==> src/rtl/core/p2r_pkg.sv <==
// ----------------------------------------------------------------------------
// p2r_pkg
// Shared types and constants for the pixel to RGBA8 converter.
// ----------------------------------------------------------------------------
package p2r_pkg;

    localparam int LANES     = 4;
    localparam int CH_W      = 64;
    localparam int BYTE_W    = 8;
    localparam int FMT_W     = 3;
    localparam int CNT_W     = 3;
    localparam int CFG_IDX_W = 2;
    localparam int CFG_DAT_W = 3;
    localparam int WIDE_W    = 62;
    localparam int SH_W      = 6;

    // sample format codes
    localparam logic [FMT_W-1:0] FMT_U8  = 3'd0;
    localparam logic [FMT_W-1:0] FMT_I8  = 3'd1;
    localparam logic [FMT_W-1:0] FMT_U16 = 3'd2;
    localparam logic [FMT_W-1:0] FMT_I16 = 3'd3;
    localparam logic [FMT_W-1:0] FMT_I32 = 3'd4;
    localparam logic [FMT_W-1:0] FMT_F32 = 3'd5;
    localparam logic [FMT_W-1:0] FMT_F64 = 3'd6;

    // configuration register indexes
    localparam logic [CFG_IDX_W-1:0] REG_FORMAT = 2'd0;
    localparam logic [CFG_IDX_W-1:0] REG_COUNT  = 2'd1;
    localparam logic [CFG_IDX_W-1:0] REG_BGR    = 2'd2;

    // channel count codes with special handling
    localparam logic [CNT_W-1:0] CNT_ONE   = 3'd1;
    localparam logic [CNT_W-1:0] CNT_TWO   = 3'd2;
    localparam logic [CNT_W-1:0] CNT_THREE = 3'd3;

    // ceil(2^24 / 257), exact floor quotient for any 16-bit input
    localparam logic [16:0] RECIP_257 = 17'd65281;

    typedef struct packed {
        logic [FMT_W-1:0] fmt;
        logic [CNT_W-1:0] cnt;
        logic             bgr;
    } t_cfg;

endpackage

==> src/rtl/core/p2r_lane.sv <==
// ----------------------------------------------------------------------------
// p2r_lane
// Three-stage conversion of one raw channel word to an 8-bit value.
// ----------------------------------------------------------------------------
module p2r_lane
    import p2r_pkg::*;
(
    input  logic              i_clk,
    input  logic              i_en,
    input  logic [FMT_W-1:0]  i_fmt,
    input  logic [CH_W-1:0]   i_raw,
    output logic [BYTE_W-1:0] o_byte
);

    logic [WIDE_W-1:0] r1_p,   n1_p;
    logic [SH_W-1:0]   r1_sh,  n1_sh;
    logic              r1_zero, n1_zero;
    logic              r1_sat,  n1_sat;
    logic [FMT_W-1:0]  r1_fmt;

    logic [WIDE_W-1:0] r2_p,   n2_p;
    logic [SH_W-1:0]   r2_sh;
    logic              r2_zero;
    logic              r2_sat;

    logic [BYTE_W-1:0] r3_byte, n3_byte;

    logic [16:0] x17;
    logic [33:0] q34;
    logic [31:0] u32;
    logic [23:0] m24;
    logic [7:0]  e8;
    logic [52:0] m53;
    logic [10:0] e11;
    logic [60:0] p61;
    logic [61:0] k62;
    logic        rnd_up;
    logic [32:0] fold;
    logic [WIDE_W-1:0] t62;

    // stage 1: decode and exact product
    always_comb begin
        n1_p    = '0;
        n1_sh   = '0;
        n1_zero = 1'b0;
        n1_sat  = 1'b0;
        x17     = {1'b0, i_raw[15:0] ^ ((i_fmt == FMT_I16) ? 16'h8000 : 16'h0000)};
        q34     = 34'(x17) * 34'(RECIP_257);
        u32     = i_raw[31:0] ^ 32'h8000_0000;
        m24     = {1'b1, i_raw[22:0]};
        e8      = i_raw[30:23];
        m53     = {1'b1, i_raw[51:0]};
        e11     = i_raw[62:52];
        p61     = {m53, 8'h00} - {8'h00, m53};
        case (i_fmt)
            FMT_U8: n1_p = WIDE_W'(i_raw[7:0]);
            FMT_I8: n1_p = WIDE_W'(i_raw[7:0] ^ 8'h80);
            FMT_U16, FMT_I16: begin
                n1_p  = WIDE_W'(q34);
                n1_sh = SH_W'(24);
            end
            FMT_I32: n1_p = WIDE_W'({u32, 8'h00} - {8'h00, u32});
            FMT_F32: begin
                n1_p = WIDE_W'({m24, 8'h00} - {8'h00, m24});
                if (e8 == 8'hFF) begin
                    n1_zero = (i_raw[22:0] != '0) || i_raw[31];
                    n1_sat  = 1'b1;
                end else if (i_raw[31] || e8 <= 8'd118) begin
                    n1_zero = 1'b1;
                end else if (e8 >= 8'd150) begin
                    n1_sat = 1'b1;
                end else begin
                    n1_sh = SH_W'(8'd150 - e8);
                end
            end
            FMT_F64: begin
                n1_p = WIDE_W'(p61);
                if (e11 == 11'h7FF) begin
                    n1_zero = (i_raw[51:0] != '0) || i_raw[63];
                    n1_sat  = 1'b1;
                end else if (i_raw[63] || e11 <= 11'd1013) begin
                    n1_zero = 1'b1;
                end else if (e11 >= 11'd1075) begin
                    n1_sat = 1'b1;
                end else begin
                    n1_sh = SH_W'(11'd1075 - e11);
                end
            end
            default: n1_zero = 1'b1;
        endcase
    end

    // stage 2: double rounding to 53 bits, int32 range fold
    always_comb begin
        n2_p   = r1_p;
        k62    = '0;
        rnd_up = 1'b0;
        fold   = {1'b0, r1_p[31:0]} + 33'(r1_p[39:32]);
        case (r1_fmt)
            FMT_F64: begin
                if (r1_p[60]) begin
                    rnd_up = r1_p[7] & ((|r1_p[6:0]) | r1_p[8]);
                    k62    = WIDE_W'(r1_p[60:8]) + WIDE_W'(rnd_up);
                    n2_p   = k62 << 8;
                end else begin
                    rnd_up = r1_p[6] & ((|r1_p[5:0]) | r1_p[7]);
                    k62    = WIDE_W'(r1_p[60:7]) + WIDE_W'(rnd_up);
                    n2_p   = k62 << 7;
                end
            end
            FMT_I32: begin
                n2_p = WIDE_W'(r1_p[39:32]) + WIDE_W'(fold >= 33'h0_FFFF_FFFF);
            end
            default: n2_p = r1_p;
        endcase
    end

    // stage 3: scale down and clamp
    always_comb begin
        t62 = r2_p >> r2_sh;
        if (r2_zero) begin
            n3_byte = '0;
        end else if (r2_sat || t62 >= WIDE_W'(255)) begin
            n3_byte = 8'hFF;
        end else begin
            n3_byte = t62[7:0];
        end
    end

    // pipeline registers
    always_ff @(posedge i_clk) begin
        if (i_en) begin
            r1_p    <= n1_p;
            r1_sh   <= n1_sh;
            r1_zero <= n1_zero;
            r1_sat  <= n1_sat;
            r1_fmt  <= i_fmt;
            r2_p    <= n2_p;
            r2_sh   <= r1_sh;
            r2_zero <= r1_zero;
            r2_sat  <= r1_sat;
            r3_byte <= n3_byte;
        end
    end

    assign o_byte = r3_byte;

endmodule

==> src/rtl/core/p2r_merge.sv <==
// ----------------------------------------------------------------------------
// p2r_merge
// Places converted channels into RGBA by channel count and uint8 BGR swap.
// ----------------------------------------------------------------------------
module p2r_merge
    import p2r_pkg::*;
(
    input  logic                    i_clk,
    input  logic                    i_en,
    input  t_cfg                    i_cfg,
    input  logic [BYTE_W*LANES-1:0] i_lane,
    output logic [BYTE_W*LANES-1:0] o_rgba
);

    logic [BYTE_W*LANES-1:0] r_rgba, n_rgba;
    logic [BYTE_W-1:0] c0, c1, c2, c3;
    logic swap;

    // channel placement
    always_comb begin
        c0   = i_lane[7:0];
        c1   = i_lane[15:8];
        c2   = i_lane[23:16];
        c3   = i_lane[31:24];
        swap = i_cfg.bgr && (i_cfg.fmt == FMT_U8);
        case (i_cfg.cnt)
            CNT_ONE:   n_rgba = {8'hFF, c0, c0, c0};
            CNT_TWO:   n_rgba = {8'hFF, 8'h00, c1, c0};
            CNT_THREE: n_rgba = swap ? {8'hFF, c0, c1, c2} : {8'hFF, c2, c1, c0};
            default:   n_rgba = swap ? {c3, c0, c1, c2} : {c3, c2, c1, c0};
        endcase
    end

    // output register
    always_ff @(posedge i_clk) begin
        if (i_en) begin
            r_rgba <= n_rgba;
        end
    end

    assign o_rgba = r_rgba;

endmodule

==> src/rtl/core/pixel_to_rgba8_converter_core.sv <==
// ----------------------------------------------------------------------------
// pixel_to_rgba8_converter_core
// Converts raw pixels of up to four channels to RGBA8, four lanes in parallel.
// ----------------------------------------------------------------------------
//  channel  | direction | carries
//  s_axis   | in        | one raw pixel, channels 0..3 (64 bits each)
//  m_axis   | out       | one RGBA8 pixel
//  cfg      | in        | register index and write data
//
//  One pixel per clock unless stalled; data pass three lane stages plus the
//  merge output register. All stages advance together while the output
//  register is empty or being taken, so a stall on m_axis holds the whole
//  pipeline and drops s_axis_tready. Synchronous active-low reset clears the
//  valid chain and sets the registers to uint8, four channels, no swap.
// ----------------------------------------------------------------------------
module pixel_to_rgba8_converter_core
    import p2r_pkg::*;
(
    input  logic                  i_clk,
    input  logic                  i_rst_n,
    input  logic                  s_axis_tvalid,
    output logic                  s_axis_tready,
    // channel_0 [63:0], channel_1 [127:64], channel_2 [191:128], channel_3 [255:192]
    input  logic [LANES*CH_W-1:0] s_axis_tdata,
    output logic                  m_axis_tvalid,
    input  logic                  m_axis_tready,
    // red [7:0], green [15:8], blue [23:16], alpha [31:24]
    output logic [LANES*BYTE_W-1:0] m_axis_tdata,
    input  logic                  i_cfg_valid,
    output logic                  o_cfg_ready,
    input  logic [CFG_IDX_W-1:0]  i_cfg_index,
    input  logic [CFG_DAT_W-1:0]  i_cfg_data
);

    t_cfg r_cfg;
    logic [2:0] r_vld;
    logic r_out_vld;
    logic en;
    logic [BYTE_W*LANES-1:0] lane_bytes;

    assign en            = !r_out_vld || m_axis_tready;
    assign s_axis_tready = en;
    assign o_cfg_ready   = 1'b1;
    assign m_axis_tvalid = r_out_vld;

    // configuration registers
    always_ff @(posedge i_clk) begin
        if (!i_rst_n) begin
            r_cfg.fmt <= FMT_U8;
            r_cfg.cnt <= CNT_W'(4);
            r_cfg.bgr <= 1'b0;
        end else if (i_cfg_valid) begin
            unique case (i_cfg_index)
                REG_FORMAT: r_cfg.fmt <= i_cfg_data;
                REG_COUNT:  r_cfg.cnt <= i_cfg_data;
                REG_BGR:    r_cfg.bgr <= i_cfg_data[0];
                default:    ;
            endcase
        end
    end

    // valid chain
    always_ff @(posedge i_clk) begin
        if (!i_rst_n) begin
            r_vld     <= '0;
            r_out_vld <= 1'b0;
        end else if (en) begin
            r_vld     <= {r_vld[1:0], s_axis_tvalid};
            r_out_vld <= r_vld[2];
        end
    end

    // one lane per channel
    for (genvar g = 0; g < LANES; g++) begin : g_lane
        p2r_lane u_lane (
            .i_clk  (i_clk),
            .i_en   (en),
            .i_fmt  (r_cfg.fmt),
            .i_raw  (s_axis_tdata[g*CH_W +: CH_W]),
            .o_byte (lane_bytes[g*BYTE_W +: BYTE_W])
        );
    end

    p2r_merge u_merge (
        .i_clk  (i_clk),
        .i_en   (en),
        .i_cfg  (r_cfg),
        .i_lane (lane_bytes),
        .o_rgba (m_axis_tdata)
    );

endmodule
==> config.mk <==
export PLATFORM = sky130hd
export DESIGN_NAME = pixel_to_rgba8_converter_core
export DESIGN_NICKNAME = d
export VERILOG_FILES = /design/src/rtl/core/p2r_pkg.sv /design/src/rtl/core/p2r_lane.sv /design/src/rtl/core/p2r_merge.sv /design/src/rtl/core/pixel_to_rgba8_converter_core.sv
export SDC_FILE = /design/constraint.sdc
export NUM_CORES = 2
export LEC_CHECK = 0
export BUFFER_PORTS_ARGS = -buffer_cell sky130_fd_sc_hd__buf_2
export CAP_MARGIN = 20
export CORE_MARGIN = 2
export CORE_UTILIZATION = 46
export CTS_CLUSTER_SIZE = 8
export DETAILED_ROUTE_END_ITERATION = 16
export PLACE_DENSITY = 0.62
export SLEW_MARGIN = 0
export SYNTH_ARGS = -nofsm -noshare
export SYNTH_HDL_FRONTEND = slang
export SYNTH_SLANG_ARGS = --single-unit
==> constraint.sdc <==
create_clock -name i_clk -period 26.5 [get_ports i_clk]
set_input_delay 5.3 -clock i_clk [delete_from_list [all_inputs] [get_ports i_clk]]
set_output_delay 5.3 -clock i_clk [all_outputs]
set_load 0.05 [all_outputs]
# Yosys cells after proc, flatten, opt, wreduce, memory -nomap -nowiden
# Index checks and enable logic that the tools add are counted.
# word_totals
register_bits	638
latch_bits	0
ram_bits	0
romBits	0
in_bits	266
output_inout_bits	35
memories	0
# op_classes
addsub	36
mul	4
div	0
n_lt_le_gt_ge	24
eq_ne	21
shift	4
n_mux	96
bitwise	28
reduce_logical	46
# op_table
op	count
one-hot mux 62 bit (6 select lines)	4
one-hot mux 62 bit (2 select lines)	4
>= comparator 62 x 8 -> 1 bit, second input constant	4
2-to-1 mux 62 bit	4
right shift 62 x 6 -> 62 bit	4
subtractor 61 x 53 -> 61 bit	4
adder 54 x 1 -> 55 bit	4
adder 53 x 1 -> 54 bit	4
nonzero test 52 bit	4
subtractor 40 x 32 -> 41 bit	4
2-to-1 mux 6 bit	24
adder 32 x 8 -> 33 bit	4
>= comparator 33 x 32 -> 1 bit, second input constant	4
subtractor 32 x 24 -> 33 bit	4
multiplier 16 x 16 -> 32 bit, second input constant	4
one-hot mux 32 bit (3 select lines)	1
nonzero test 23 bit	4
one-hot mux 6 bit (3 select lines)	4
XOR 16 bit	4
2-to-1 mux 24 bit	2
== test 11 bit, second input constant	4
>= comparator 11 bit, second input constant	4
less-or-equal comparator 11 x 10 -> 1 bit, second input constant	4
2-to-1 mux 1 bit	40
other kinds (28)	112

# Logic depth before layout (Yosys ltp)
# logic_depth
ltp_word	6
mapped_depth	24

# By module
# Synthesis repeated with hierarchy kept, for this count alone.
# unflattened
hier_cells	8681
hier_area_um2	77723.3
# by_module_without_submodules
mod	instances	cells_per_inst	area_per_inst_um2	seq_area_each_um2
p2r_lane at g_lane[0].u_lane	1	2170	19478.7	4534.3
p2r_lane at g_lane[1].u_lane	1	2127	18931.9	4534.3
p2r_lane at g_lane[2].u_lane	1	2160	18931.9	4534.3
p2r_lane at g_lane[3].u_lane	1	2076	18541.5	4534.3
p2r_merge	1	104	1418.9	960.9
pixel_to_rgba8_converter_core	1	44	420.4	220.2

# Least setup slack after synthesis
# OpenSTA, ideal clock, no wires.
# synth_timing
path_type	input port to output port
start	in m_axis_tready
end	out s_axis_tready
arrival_ns	22.828
path_slack_ns	-1.628
stages	2
cell_sequence	nand2b_1 -> clkbuf_1
# synth_between
elab_chain_len	1
# synth_lines
item	line_no	rtl
start, declared	pixel_to_rgba8_converter_core.sv:26	input logic m_axis_tready,
logical OR 1 bit	pixel_to_rgba8_converter_core.sv:41	assign en = !r_out_vld || m_axis_tready;
end, declared	pixel_to_rgba8_converter_core.sv:22	output logic s_axis_tready,
# No other way between the ends.

# Final worst setup path
# Ends and elaborated chain as after synthesis.

==> impl_metrics.csv <==
group,metric,value,unit
outcome,status,"finished clean",
clocking,cts_root_buf,"clkbuf_16",
logic_synthesis,synth_edf_count,627,
clocking,cts_max_level,3,
floorplan,die_w,404,um
floorplan,die_h,404,um
clocking,clkLatencyLatePin,0.70,ns
setup_path,start_kind,"input port",
power,p_leak,33.9,nW
floorplan,rows,146,
place,pre_cts_ws,14.60,ns
setup_path,required,21.20,ns
logic_synthesis,async_flop_share,0,%
setup_path,max_stage_delay,0.63,ns
finish,final_core_util,50.1,%
logic_synthesis,synthesis.instances,8286,
setup_path,cpMaxStageDelayCell,"nand2b_4",
finish,syn_to_final_growth,7.95,%
logic_synthesis,yosys_warnings,0,
min_path,hold_class,"reg -> reg",
setup_path,crit_path_frequent_cell,"buf_2",
grt,grt_pass1_vias,59100,
logic_synthesis,ys_seq_area_share,25.9,%
place,port_buffers,299,
logic_synthesis,synth_area,73600,um^2
place,post_dp_cell_area,76700,um^2
power,ir_drop,0.0000798,V
sta,post-route-min-period,11.83,ns
finish,num-fill-cells,15100,
setup_path,end_kind,"output port",
grt,grt_pass1_wl,364,mm
sta,hold_viol,0,
setup_path,cp_top_family,"simple AND/OR/NAND/NOR gates",
clocking,clk_pin_slew,0.06,ns
detailed_routing,num_vias,63400,
finish,ff_latch_area,19100,um^2
grt,antenna_found_initial,43,
sta,final_max_slew_viol_count,0,
setup_path,worst_ep_arrival_time,6.53,ns
clocking,ctsLongestPathBuffers,3,
place,place.gp.congestion,1.00,
place,dp_cells,10400,
sta,timing.fmax,84.5,MHz
floorplan,start_util,46.4,%
detailed_routing,wl_per_cell,22.9,um
grt,grt_max_degree,188,
clocking,numCtsBuffers,92,
grt,grt_usage,28.8,%
sta,tightest_slew,1.29,ns
clocking,post_cts_buffers,0,
finish,multi_input_area,49900,um^2
setup_path,worstPathMaxFanout,57,
logic_synthesis,syn_area_per_cell,8.88,um^2
finish,post-route-cell-area,79400,um^2
sta,setup_viol,0,
finish,stdcell_count,10500,
grt,grt.overflow.total,0,
power,power_density,78.7,nW/um^2
run,drv_cap,0,
place,hpwlAfterDp,195,mm
sta,clock_skew,0.0327,ns
floorplan,core-area,159000,um^2
sta,fin_tns_setup,0,ns
logic_synthesis,synth.net_count,9528,
clocking,hold_buffers,0,
detailed_routing,drtAntennaViolNets,0,
sta,rsz0062_at_grt,"false",
detailed_routing,drt_iter0_drc,6629,
detailed_routing,drc,0,
floorplan,dieArea,163000,um^2
finish,nets,9630,
finish,drive_gt1_share,8.92,%
detailed_routing,via_per_inst,6.03,
logic_synthesis,synth-main-ff-cell,"edfxtp_1",
logic_synthesis,ys_ff_latch,638,
sta,worst_slack,14.67,ns
setup_path,path_cells,"buf_2, nand2b_4, buf_2",
floorplan,boundaryPins,301,
sta,slew_headroom,13.8,%
logic_synthesis,yosys.cell_types.count,102,
setup_path,path_class,"in -> out",
clocking,cts_tree,"yes",
detailed_routing,firstDrtPassIters,6,
clocking,cts-resized-gates,0,
clocking,clock_sinks,638,
detailed_routing,wirelength,240,mm
sta,fin_crit_sh,44.6,%
setup_path,path_buf_inv,2,
## path summary, 6_finish.rpt
path,to,cells past startpoint,startpoint,slack [ns]
setup reg to reg,g_lane[3].u_lane.r1_p[30],20,r_cfg[4],19.56
setup / recovery,s_axis_tready,3,m_axis_tready,14.67
hold / removal,g_lane[1].u_lane.r2_sat,0,g_lane[1].u_lane.r1_sat,0.41
hold reg to reg,g_lane[1].u_lane.r2_sat,0,g_lane[1].u_lane.r1_sat,0.41
## through the flow
stage / hold slack (ns) / total power, mW
2_1_floorplan: 0.400 / 4.08
3_3_place_gp: 0.402 / 5.06
3_5_place_dp: 0.405 / 5.08
4_1_cts: 0.411 / 6.22
5_1_grt: 0.425 / 6.78
6_report: 0.409 / 6.25
## flip-flops by register name, indices dropped and copies added, names as in the netlist, 7 cells and up
| signal | count |
|---|---|
| g_lane.u_lane.r1_sh | 24 |
| r_cfg | 7 |
| g_lane.u_lane.o_byte | 32 |
| g_lane.u_lane.r2_sh | 24 |
| g_lane.u_lane.r2_p | 248 |
| g_lane.u_lane.r1_p | 248 |
| u_merge.o_rgba | 32 |
## placed cells by master (no fill, tap or decap), types with 23 or more instances in the layout
| cell type | n |
|---|---|
| a211oi_1 | 102 |
| a21o_1 | 165 |
| a21oi_1 | 550 |
| a31oi_1 | 67 |
| and2_1 | 49 |
| and3_1 | 79 |
| buf_2 | 299 |
| buf_4 | 55 |
| clkbuf_1 | 23 |
| clkbuf_16 | 92 |
| diode_2 | 24 |
| edfxtp_1 | 627 |
| fa_1 | 304 |
| ha_1 | 672 |
| inv_1 | 850 |
| mux2_2 | 84 |
| mux2i_1 | 248 |
| mux4_2 | 126 |
| nand2_1 | 715 |
| nand2b_1 | 73 |
| nand3_1 | 255 |
| nand4_1 | 123 |
| nor2_1 | 630 |
| nor2b_1 | 92 |
| nor3_1 | 165 |
| nor4_1 | 64 |
| o211ai_1 | 54 |
| o21a_1 | 38 |
| o21ai_0 | 538 |
| o21bai_1 | 56 |
| o22ai_1 | 80 |
| o31ai_1 | 43 |
| or3_1 | 61 |
| xnor2_1 | 360 |
| xor2_1 | 220 |
## power breakdown
group          switching, mW  total, mW  internal [mW]
logic                   2.22       3.78           1.55
clock network          0.450       1.09          0.637
registers              0.149       1.39           1.24
total                   2.82       6.25           3.43
## cells by family after synthesis
logic type	share of synthesized area [%]
simple gates	15.8
compound gates	16.8
buf+inv	6.40
fa+ha+maj	19.7
flops	25.9
xor+xnor	6.90
mux	8.54
other cells	0.00510
## cell type report
| class | instances | share of cell area [%] |
|---|---|---|
| timing repair buffer | 358 | 2.50 |
| multi-input combinational | 6437 | 62.8 |
| clock buffer | 115 | 3.01 |
| inverter | 861 | 4.07 |
| tap | 2072 | 3.26 |
| antenna | 24 | 0.0756 |
| sequential | 638 | 24.0 |
| clock inverter | 14 | 0.268 |
## worst reg2reg max path, cell delays in order (launching register included)
cell	delay, ns
dfxtp_1	0.32
nand2_1	0.23
or2_2	0.56
xnor2_1	0.72
ha_1	0.43
fa_1	0.55
inv_1	0.05
fa_1	0.47
inv_1	0.05
fa_1	0.52
inv_1	0.04
ha_1	0.28
ha_1	0.30
ha_1	0.39
a21o_1	0.21
a21o_1	0.17
a221o_1	0.39
a2111o_1	0.42
a31oi_1	0.20
xnor2_1	0.10
a221o_1	0.28
## Yosys cell counts (all sizes together), types with 52 or more instances
| master | count | area share, % |
|---|---|---|
| inv | 856 | 4.4 |
| nand2 | 717 | 3.7 |
| ha | 672 | 11 |
| nor2 | 634 | 3.2 |
| edfxtp | 627 | 26 |
| o21ai | 558 | 3.8 |
| a21oi | 552 | 3.8 |
| xnor2 | 360 | 4.3 |
| fa | 304 | 8.3 |
| nand3 | 256 | 1.7 |
| mux2i | 248 | 3.4 |
| clkbuf | 242 | 1.2 |
| xor2 | 220 | 2.6 |
| nor3 | 167 | 1.1 |
| a21o | 165 | 1.7 |
| mux4 | 126 | 3.9 |
| nand4 | 123 | 1.0 |
| buf | 108 | 0.78 |
| a211oi | 102 | 1.0 |
| nor2b | 94 | 0.80 |
| mux2 | 85 | 1.3 |
| o22ai | 80 | 0.68 |
| and3 | 79 | 0.67 |
| nand2b | 77 | 0.65 |
| a31oi | 69 | 0.60 |
| nor4 | 69 | 0.66 |
| or3 | 61 | 0.52 |
| o21bai | 56 | 0.57 |
| o211ai | 54 | 0.55 |
| and2 | 52 | 0.44 |
## per-layer routing
metal | share of wire (%) | GRT usage [%] | vias to the layer above
li1 | - | - | 30000
met1 | 49 | 45.9 | 30400
met2 | 39 | 39.4 | 2744
met3 | 9.3 | 5.05 | 309
met4 | 2.5 | 7.61 | 14
met5 | 0.036 | 0 | -
No activity file was read; power rests on OpenSTA's default activity.
